<file path="config.mk">
export PLATFORM = sky130hd
export DESIGN_NAME = base32_stream_encoder
export DESIGN_NICKNAME = d
export VERILOG_FILES = /design/src/design/b32e_pkg.sv /design/src/design/b32e_front.sv /design/src/design/b32e_queue.sv /design/src/design/b32e_back.sv /design/src/design/base32_stream_encoder.sv
export VERILOG_INCLUDE_DIRS = /design/src /design/src/design
export SDC_FILE = /design/constraint.sdc
export NUM_CORES = 1
export LEC_CHECK = 0
export ABC_CLOCK_PERIOD_IN_PS = 5600
export BUFFER_PORTS_ARGS = -buffer_cell sky130_fd_sc_hd__buf_2
export CAP_MARGIN = 20
export CORE_ASPECT_RATIO = 1.25
export CORE_MARGIN = 2
export CORE_UTILIZATION = 42
export CTS_BUF_LIST = sky130_fd_sc_hd__clkbuf_16
export DETAILED_ROUTE_END_ITERATION = 8
export HOLD_SLACK_MARGIN = 0.12
export SLEW_MARGIN = 20
export SYNTH_ARGS = -nofsm -noshare
export SYNTH_HDL_FRONTEND = slang
export SYNTH_HIERARCHICAL = 1
export SYNTH_SLANG_ARGS = --single-unit
</file>
<file path="constraint.sdc">
create_clock -name aclk -period 5.6 [get_ports aclk]
set_input_delay 0.56 -clock aclk [delete_from_list [all_inputs] [get_ports aclk]]
set_output_delay 0.56 -clock aclk [all_outputs]
set_load 0.05 [all_outputs]
</file>
<file path="src/design/base32_stream_encoder_defines.svh">
// Assertion macros shared by the base32 stream encoder modules.
// Depends on nothing; the asserting module must have aclk and aresetn.
`ifndef BASE32_STREAM_ENCODER_DEFINES_SVH
`define BASE32_STREAM_ENCODER_DEFINES_SVH

// Checked at every clock edge, reset included.
`define B32E_ASSERT(label, prop, msg) \
    label: assert property (@(posedge aclk) prop) else $error(msg);

// Checked only while the block is out of reset.
`define B32E_ASSERT_RST(label, prop, msg) \
    label: assert property (@(posedge aclk) disable iff (!aresetn) prop) else $error(msg);

`endif

</file>
<file path="src/design/b32e_pkg.sv">
// Package of the base32 stream encoder: queue entry type, sizes and character tables.
// Used by every module of the encoder; depends on nothing.
package b32e_pkg;

    localparam int QDepth = 4;
    localparam int QPtrW = $clog2(QDepth);
    localparam int QCntW = QPtrW + 1;

    localparam logic [7:0] PAD_CHAR = 8'h3D;
    localparam logic [2:0] GROUP_LAST = 3'd4;

    typedef struct packed {
        logic [4:0] slice0;
        logic [4:0] slice1;
        logic [4:0] slice2;
        logic [1:0] ncode;
        logic [2:0] npad;
        logic       last;
    } b32e_entry_t;

    function automatic logic [7:0] b32e_alphabet(input logic [4:0] idx);
        logic [7:0] code;
        if (idx < 5'd26) begin
            code = 8'h41 + {3'b000, idx};
        end else begin
            code = 8'h32 + {3'b000, idx - 5'd26};
        end
        return code;
    endfunction

    function automatic logic [2:0] b32e_pads(input logic [2:0] group_pos);
        logic [2:0] pads;
        unique case (group_pos)
            3'd1:    pads = 3'd6;
            3'd2:    pads = 3'd4;
            3'd3:    pads = 3'd3;
            3'd4:    pads = 3'd1;
            default: pads = 3'd0;
        endcase
        return pads;
    endfunction

endpackage

</file>
<file path="src/design/b32e_front.sv">
// Front end of the base32 stream encoder: accepts bytes, slices them into 5-bit codes.
// Holds the leftover bits and group position; depends on b32e_pkg.
module b32e_front import b32e_pkg::*; (
    input  logic        aclk,
    input  logic        aresetn,
    input  logic        s_valid,
    output logic        s_ready,
    input  logic [7:0]  s_data_byte,
    input  logic        s_in_last,
    input  logic        q_full,
    output logic        q_push,
    output b32e_entry_t q_entry
);

    logic [3:0]  lbits_reg, lbits_next;
    logic [2:0]  lcnt_reg, lcnt_next;
    logic [2:0]  gpos_reg, gpos_next;
    logic [11:0] acc;
    logic [3:0]  total;
    logic        two;
    logic [2:0]  new_cnt;
    logic [11:0] mask;
    logic [3:0]  new_bits;
    logic [8:0]  flush_wide;
    logic [4:0]  slice0, slice1, flush;
    logic [2:0]  gpos_inc;
    logic [11:0] sh0, sh1;

    assign s_ready = !q_full;
    assign q_push = s_valid && s_ready;

    always_comb begin
        acc = {lbits_reg, s_data_byte};
        total = {1'b0, lcnt_reg} + 4'd8;
        two = (total >= 4'd10);
        sh0 = acc >> (total - 4'd5);
        sh1 = acc >> (total - 4'd10);
        slice0 = sh0[4:0];
        slice1 = sh1[4:0];
        new_cnt = two ? 3'(total - 4'd10) : 3'(total - 4'd5);
        mask = (12'd1 << new_cnt) - 12'd1;
        new_bits = 4'(acc & mask);
        flush_wide = {5'b00000, new_bits} << (3'd5 - new_cnt);
        flush = flush_wide[4:0];
        gpos_inc = (gpos_reg == GROUP_LAST) ? 3'd0 : gpos_reg + 3'd1;

        q_entry.slice0 = slice0;
        q_entry.slice1 = two ? slice1 : flush;
        q_entry.slice2 = flush;
        q_entry.ncode = two ? 2'd2 : 2'd1;
        q_entry.npad = 3'd0;
        q_entry.last = s_in_last;
        if (s_in_last) begin
            if (new_cnt != 3'd0) begin
                q_entry.ncode = two ? 2'd3 : 2'd2;
            end
            q_entry.npad = b32e_pads(gpos_inc);
        end

        lbits_next = lbits_reg;
        lcnt_next = lcnt_reg;
        gpos_next = gpos_reg;
        if (q_push) begin
            if (s_in_last) begin
                lbits_next = 4'd0;
                lcnt_next = 3'd0;
                gpos_next = 3'd0;
            end else begin
                lbits_next = new_bits;
                lcnt_next = new_cnt;
                gpos_next = gpos_inc;
            end
        end
    end

    always_ff @(posedge aclk) begin
        if (!aresetn) begin
            lbits_reg <= 4'd0;
            lcnt_reg <= 3'd0;
            gpos_reg <= 3'd0;
        end else begin
            lbits_reg <= lbits_next;
            lcnt_reg <= lcnt_next;
            gpos_reg <= gpos_next;
        end
    end

endmodule

</file>
<file path="src/design/b32e_queue.sv">
// Short queue of sliced transactions between the front and back of the encoder.
// Depends on b32e_pkg and the assertion macros header.
`include "base32_stream_encoder_defines.svh"
module b32e_queue import b32e_pkg::*; (
    input  logic        aclk,
    input  logic        aresetn,
    input  logic        push,
    input  b32e_entry_t push_entry,
    input  logic        pop,
    output b32e_entry_t head_entry,
    output logic        full,
    output logic        empty
);

    b32e_entry_t      mem_reg [QDepth];
    logic [QPtrW-1:0] wr_ptr_reg, wr_ptr_next;
    logic [QPtrW-1:0] rd_ptr_reg, rd_ptr_next;
    logic [QCntW-1:0] count_reg, count_next;

    assign full = (count_reg == QCntW'(QDepth));
    assign empty = (count_reg == '0);
    assign head_entry = mem_reg[rd_ptr_reg];

    always_comb begin
        wr_ptr_next = push ? wr_ptr_reg + QPtrW'(1) : wr_ptr_reg;
        rd_ptr_next = pop ? rd_ptr_reg + QPtrW'(1) : rd_ptr_reg;
        count_next = count_reg;
        if (push && !pop) begin
            count_next = count_reg + QCntW'(1);
        end else if (pop && !push) begin
            count_next = count_reg - QCntW'(1);
        end
    end

    always_ff @(posedge aclk) begin
        if (push) begin
            mem_reg[wr_ptr_reg] <= push_entry;
        end
    end

    always_ff @(posedge aclk) begin
        if (!aresetn) begin
            wr_ptr_reg <= '0;
            rd_ptr_reg <= '0;
            count_reg <= '0;
        end else begin
            wr_ptr_reg <= wr_ptr_next;
            rd_ptr_reg <= rd_ptr_next;
            count_reg <= count_next;
        end
    end

    `B32E_ASSERT(a_count_bound, !aresetn || (count_reg <= QCntW'(QDepth)), "queue count above depth")
    `B32E_ASSERT_RST(a_no_overrun, !(push && full) && !(pop && empty),
        "queue pushed while full or popped while empty")

endmodule

</file>
<file path="src/design/b32e_back.sv">
// Back end of the base32 stream encoder: one character per cycle from queued slices while
// m_ready allows. Drives the output register; depends on b32e_pkg and assertion macros header.
`include "base32_stream_encoder_defines.svh"
module b32e_back import b32e_pkg::*; (
    input  logic        aclk,
    input  logic        aresetn,
    input  b32e_entry_t head_entry,
    input  logic        q_empty,
    output logic        q_pop,
    output logic        m_valid,
    input  logic        m_ready,
    output logic [7:0]  m_out_char,
    output logic        m_out_last
);

    logic [2:0] idx_reg, idx_next;
    logic       m_valid_reg, m_valid_next;
    logic [7:0] char_reg, char_next;
    logic       last_reg, last_next;
    logic [3:0] total;
    logic       emit;
    logic       final_char;
    logic [4:0] slice_sel;

    assign m_valid = m_valid_reg;
    assign m_out_char = char_reg;
    assign m_out_last = last_reg;

    always_comb begin
        total = {2'b00, head_entry.ncode} + {1'b0, head_entry.npad};
        emit = !q_empty && (!m_valid_reg || m_ready);
        final_char = ({1'b0, idx_reg} == total - 4'd1);
        q_pop = emit && final_char;

        case (idx_reg)
            3'd0:    slice_sel = head_entry.slice0;
            3'd1:    slice_sel = head_entry.slice1;
            default: slice_sel = head_entry.slice2;
        endcase

        idx_next = idx_reg;
        m_valid_next = m_valid_reg;
        char_next = char_reg;
        last_next = last_reg;
        if (emit) begin
            idx_next = final_char ? 3'd0 : idx_reg + 3'd1;
            m_valid_next = 1'b1;
            char_next = (idx_reg < {1'b0, head_entry.ncode}) ? b32e_alphabet(slice_sel)
                                                             : PAD_CHAR;
            last_next = final_char && head_entry.last;
        end else if (m_ready) begin
            m_valid_next = 1'b0;
        end
    end

    always_ff @(posedge aclk) begin
        if (!aresetn) begin
            idx_reg <= 3'd0;
            m_valid_reg <= 1'b0;
        end else begin
            idx_reg <= idx_next;
            m_valid_reg <= m_valid_next;
        end
    end

    always_ff @(posedge aclk) begin
        char_reg <= char_next;
        last_reg <= last_next;
    end

    `B32E_ASSERT_RST(a_idx_in_entry, !q_empty |-> ({1'b0, idx_reg} < total),
        "character index beyond the current transaction")
    `B32E_ASSERT_RST(a_idx_idle, q_empty |-> (idx_reg == 3'd0),
        "character index not cleared while queue is empty")
    `B32E_ASSERT_RST(a_idx_restart, q_pop |=> (idx_reg == 3'd0),
        "character index not restarted after a transaction completed")

endmodule

</file>
<file path="src/design/base32_stream_encoder.sv">
// Path: an accepted byte enters the queue, which takes new bytes while not full, then its
// characters go to the output register. Throughput: one character per cycle while m_ready
// is high and the queue is not empty; a byte yields 1 to 2 characters, a final byte up to 8,
// about 1.6 characters per byte sustained. Reset: synchronous, active-low aresetn clears
// leftover bits, group position, queue and output valid; it is ready once reset is released.
module base32_stream_encoder import b32e_pkg::*; (
    input  logic       aclk,
    input  logic       aresetn,
    input  logic       s_valid,
    output logic       s_ready,
    input  logic [7:0] s_data_byte,
    input  logic       s_in_last,
    output logic       m_valid,
    input  logic       m_ready,
    output logic [7:0] m_out_char,
    output logic       m_out_last
);

    b32e_entry_t push_entry;
    b32e_entry_t head_entry;
    logic        push;
    logic        pop;
    logic        full;
    logic        empty;

    b32e_front u_front (
        .aclk        (aclk),
        .aresetn     (aresetn),
        .s_valid     (s_valid),
        .s_ready     (s_ready),
        .s_data_byte (s_data_byte),
        .s_in_last   (s_in_last),
        .q_full      (full),
        .q_push      (push),
        .q_entry     (push_entry)
    );

    b32e_queue u_queue (
        .aclk       (aclk),
        .aresetn    (aresetn),
        .push       (push),
        .push_entry (push_entry),
        .pop        (pop),
        .head_entry (head_entry),
        .full       (full),
        .empty      (empty)
    );

    b32e_back u_back (
        .aclk       (aclk),
        .aresetn    (aresetn),
        .head_entry (head_entry),
        .q_empty    (empty),
        .q_pop      (pop),
        .m_valid    (m_valid),
        .m_ready    (m_ready),
        .m_out_char (m_out_char),
        .m_out_last (m_out_last)
    );

endmodule
</file>
# Yosys cells after proc, flatten, opt, wreduce, memory -nomap -nowiden
# Memories as Yosys holds them, arrays and structs flattened. A register that Yosys moved wholly into a read port is not among the register bits.
# Cells that the tools add are included.
# W data, S select, Z words.
# classes
add_sub_neg,16
n_lt_le_gt_ge,3
n_eq_ne,8
n_shift,4
n_mux,22
bitwise,1
n_reduce_logical,17
# op_table
operator,n
$shr A12 B4 Y5,2
$mux W3,7
$pmux W3 S4,1
$mux W5,2
$pmux W5 S2,1
$add A3 B1 Y3 const B,3
$eq A3 B3 Y1 const B,3
$add A7 B5 Y8 const A,1
$mux W2,4
$mux W8,1
$sub A4 B1 Y4 const B,2
$add A6 B5 Y7 const A,1
$eq A3 B1 Y1 const B,2
$eq A3 B2 Y1 const B,2
$logic_and A1 B1 Y1,6
$logic_not A3 Y1,2
$logic_not A1 Y1,5
$lt A5 B5 Y1 const B,1
$mux W1,5
$shl A4 B3 Y5,1
$sub A5 B5 Y5 const B,1
$add A2 B1 Y2 const B,2
$add A2 B3 Y4,1
$add A3 B4 Y4 const B,1
other kinds (13),14
# word_totals
register_bits,30
ram_bits,84
inputBits,13
output_inout_bits,11
wordCells,82
n_memories,1
# memory_table
memory,words,width,rd,rd_clocked_by_memory_dff,write_ports,line_no,text
u_queue.mem_reg,4,21,1,1,1,b32e_queue.sv:15,b32e_entry_t mem_reg [QDepth];

# Logic depth before layout (Yosys ltp)
# logic_depth
word_depth,8
mapped_depth,17

# By module
# The synthesis kept the hierarchy.
# by_module_without_submodules
module,n_inst,cells_each,area_per_inst_um2,seq_area_each_um2
b32e_queue,1,152,3477.1,2702.6
b32e_front,1,200,1666.6,200.2
b32e_back,1,98,993.5,320.3

# Worst setup path after synthesis
# OpenSTA, ideal clock, no wires.
# synth_path
kind,flip-flop to flip-flop
startpoint,register with a tool-made name
endpoint,register u_queue.count_reg[2]
t_arrival_ns,3.553
required_time_ns,5.524
path_slack_ns,1.972
stages_incl_launch_ff,18
path_cell_list,dfxtp_1 buf_6 mux4_2 inv_1 ha_1 inv_1 ha_1 fa_1 xor2_1 nor4_1 and2_1 inv_1 ha_1 inv_1 fa_1 xor2_1 or3_1 a21boi_0
# synth_rtl
item,line_no,text
end signal: assignment,b32e_queue.sv:49,count_reg <= count_next;
end: declaration,b32e_queue.sv:18,"logic [QCntW-1:0] count_reg, count_next;"

==> impl_metrics.py <==
metrics = {
    "status": {
        "outcome": "complete, no violations",
    },
    "setup_path": {
        "worstPathMaxFanout": 19,
        "arrival_ns": 4.40,
        "cp.required_ns": 5.93,
        "critPathLaunchType": "flip-flop",
        "path_class": "flip-flop to flip-flop",
        "worst_setup_path_end_kind": "flip-flop",
    },
    "die": {
        "initial_core_util_pct": 42.78,
        "die-area_um2": 15600,
        "fp.dieW_um": 112.1,
        "rows": 49,
        "fp.dieH_um": 139.2,
        "ios": 24,
        "core_area_um2": 14350,
    },
    "logic_synthesis": {
        "netlist_area_um2": 6137,
        "dominantRegCellSynth": "edfxtp_1",
        "synthTopCellsByArea": "edfxtp_1 45%, mux4_2 11%, dfxtp_1 7.5%",
        "synthMuxAreaShare_pct": 15.17,
        "yosys.area.top_type": "edfxtp_1",
        "synthCells": 450,
        "synth_top_family_by_area": "multiplexers",
        "ys_ff_latch": 115,
        "synth_edf_count": 92,
        "ys_types": 61,
        "async_flop_share_pct": 0,
        "ys_seq_area_share_pct": 52.52,
        "synth_fp_nets": 493,
        "synth-simple-area-share_pct": 9.806,
        "avgSynthCellArea_um2": 13.64,
        "synth_warnings": 6,
        "synth_top_cell_area_share_pct": 45.02,
        "synth-xor-area-share_pct": 3.710,
        "synthAdderAreaFrac_pct": 6.361,
        "synth-compound-area-share_pct": 8.787,
    },
    "clock_tree": {
        "cts_tree": "built",
        "ctsResizeCount": 0,
        "cts.sink_count": 115,
        "cts_root_buf": "clkbuf_16",
        "numCtsBuffers": 17,
        "clock_latency_ns": 0.40,
        "clk_path_buf_depth": 2,
        "htreeDepth": 4,
        "cts_setup_buffers": 0,
        "clk_pin_slew_ns": 0.05,
        "postCtsHoldBufs": 0,
    },
    "power_and_ir_drop": {
        "powerDensity_nw_per_um2": 560.2,
        "vdd.ir_drop.worst_mv": 0.3199,
        "p_leak_nw": 2.529,
    },
    "global_routing": {
        "grt_pass1_vias": 3763,
        "grt_use_total_pct": 15.44,
        "overflow": 0,
        "grt_antenna_before_repair": 0,
        "grt_pass1_wl_mm": 18.86,
        "grt_max_degree": 26,
    },
    "sta": {
        "hold_viol_final": 0,
        "fin_ws_ns": 1.528,
        "rsz0062_at_grt": "false",
        "fin_crit_sh_pct": 72.71,
        "max-slew-margin-rel_pct": 49.35,
        "fin_crit_ns": 4.072,
        "fin_skew_ns": 0.008915,
        "fmax_mhz": 245.6,
        "tns_ns": 0,
        "setup_viol": 0,
        "drv_slew": 0,
        "worst_pin_slew_ns": 0.7598,
    },
    "place": {
        "numPortBuffers": 22,
        "place.gp.congestion": 0.8309,
        "placedCellCount": 636,
        "hpwl_mm": 8.315,
        "dp_slack_ns": 1.488,
    },
    "detailed_routing": {
        "drc_errors": 0,
        "first_pass_iters": 4,
        "num_vias": 3635,
        "wl_per_cell_um": 17.17,
        "first_iter_violations": 171,
        "via_per_inst": 5.442,
        "antenna_left": 0,
        "wirelength_mm": 11.47,
    },
    "min_path": {
        "hp-class": "input pin to flip-flop",
    },
    "cells_and_area": {
        "layout_commonest_cell": "edfxtp_1",
        "largest_reg_flops": 84,
        "num_antenna_cells": 0,
        "area_growth_syn_to_layout_pct": 14.66,
        "fin_nets": 520,
        "drive_gt1_share_pct": 21.02,
        "most-common-layout-cells": "92 x edfxtp_1, 29 x mux4_2, 28 x ha_1",
        "stdcell_count": 668,
    },
    "run": {
        "drv_cap": 0,
    },
}
==> layout make-up <==
cell class | count | area (µm²)
multi-input cells | 290 | 2699
repair buffers | 29 | 181.4
flip-flops and latches | 115 | 3223
clock inverters | 15 | 195.2
fillers | 1273 | 7310
well taps | 178 | 222.7
inverters | 24 | 90.09
clock buffers | 17 | 425.4
==> per-stage QoR <==
step	hold WS (ns)	instance area, µm²	total power [mW]	utilization (%)
CTS	0.4293	7032	3.988	49.01
global placement	0.4789	6370	2.802	44.40
floorplan	0.4724	6137	2.530	-
detailed placement	0.5034	6411	2.854	44.69
global route	0.4694	7037	4.182	49.05
finish	0.4436	7037	3.942	49.05
==> logic make-up (layout without fill, tap and decap cells) <==
logic type      after synthesis  count (layout)
fa+ha+maj                    30              30
xor+xnor                     23              23
buf+inv                      45              85
other cells                   1               1
flops                       115             115
simple gates                113             113
mux                          55              55
compound gates               68              68
==> worst max-delay path: stages, from the launching register on <==
cell and delay [ns]:
dfxtp_1 0.39, buf_4 0.37, mux4_2 0.55, inv_1 0.09, ha_1 0.22, inv_1 0.06, ha_1 0.16, fa_1 0.43
xor2_1 0.14, nor4_1 0.07, and2_1 0.20, inv_1 0.06, ha_1 0.17, inv_1 0.06, fa_1 0.37, xor2_1 0.17
or3_1 0.30, a21boi_0 0.18
==> final timing paths <==
path | to | cells past startpoint | from | slack [ns]
worst max register to register | u_queue/count_reg[2] | 17 | flip-flop | 1.53
worst min register to register | u_back/m_valid | 2 | u_back/m_valid | 0.51
worst min-delay path | u_back/m_valid | 3 | m_ready | 0.44
worst max-delay path | u_queue/count_reg[2] | 17 | flip-flop | 1.53
==> cell usage after synthesis (all sizes together) (2+ instances only) <==
cell / number
xor2: 13
a21oi: 10
nor2b: 17
nand4: 2
ha: 28
o21a: 2
a21boi: 6
a21o: 4
clkbuf: 6
nand2: 24
a22oi: 9
o21ai: 10
inv: 24
nor3b: 4
nand2b: 8
xnor2: 10
o311ai: 2
nand3: 10
or3: 3
edfxtp: 92
nand3b: 3
nor2: 21
a32oi: 2
o2bb2ai: 4
fa: 2
mux4: 30
nor3: 5
o22ai: 8
dfxtp: 23
and2: 13
buf: 15
mux2i: 24
==> power by group <==
part | switching, mW | internal (mW)
sequential | 0.0719 | 1.21
clock | 0.344 | 0.775
combinational | 0.915 | 0.629
total | 1.33 | 2.61
==> metal layers <==
layer,wire length (µm),GRT usage (%)
met1,4801,17.50
met2,6144,28.12
met3,394,3.671
met4,127,5.584
met5,0,0
No activity file was read; power rests on OpenSTA's default activity.
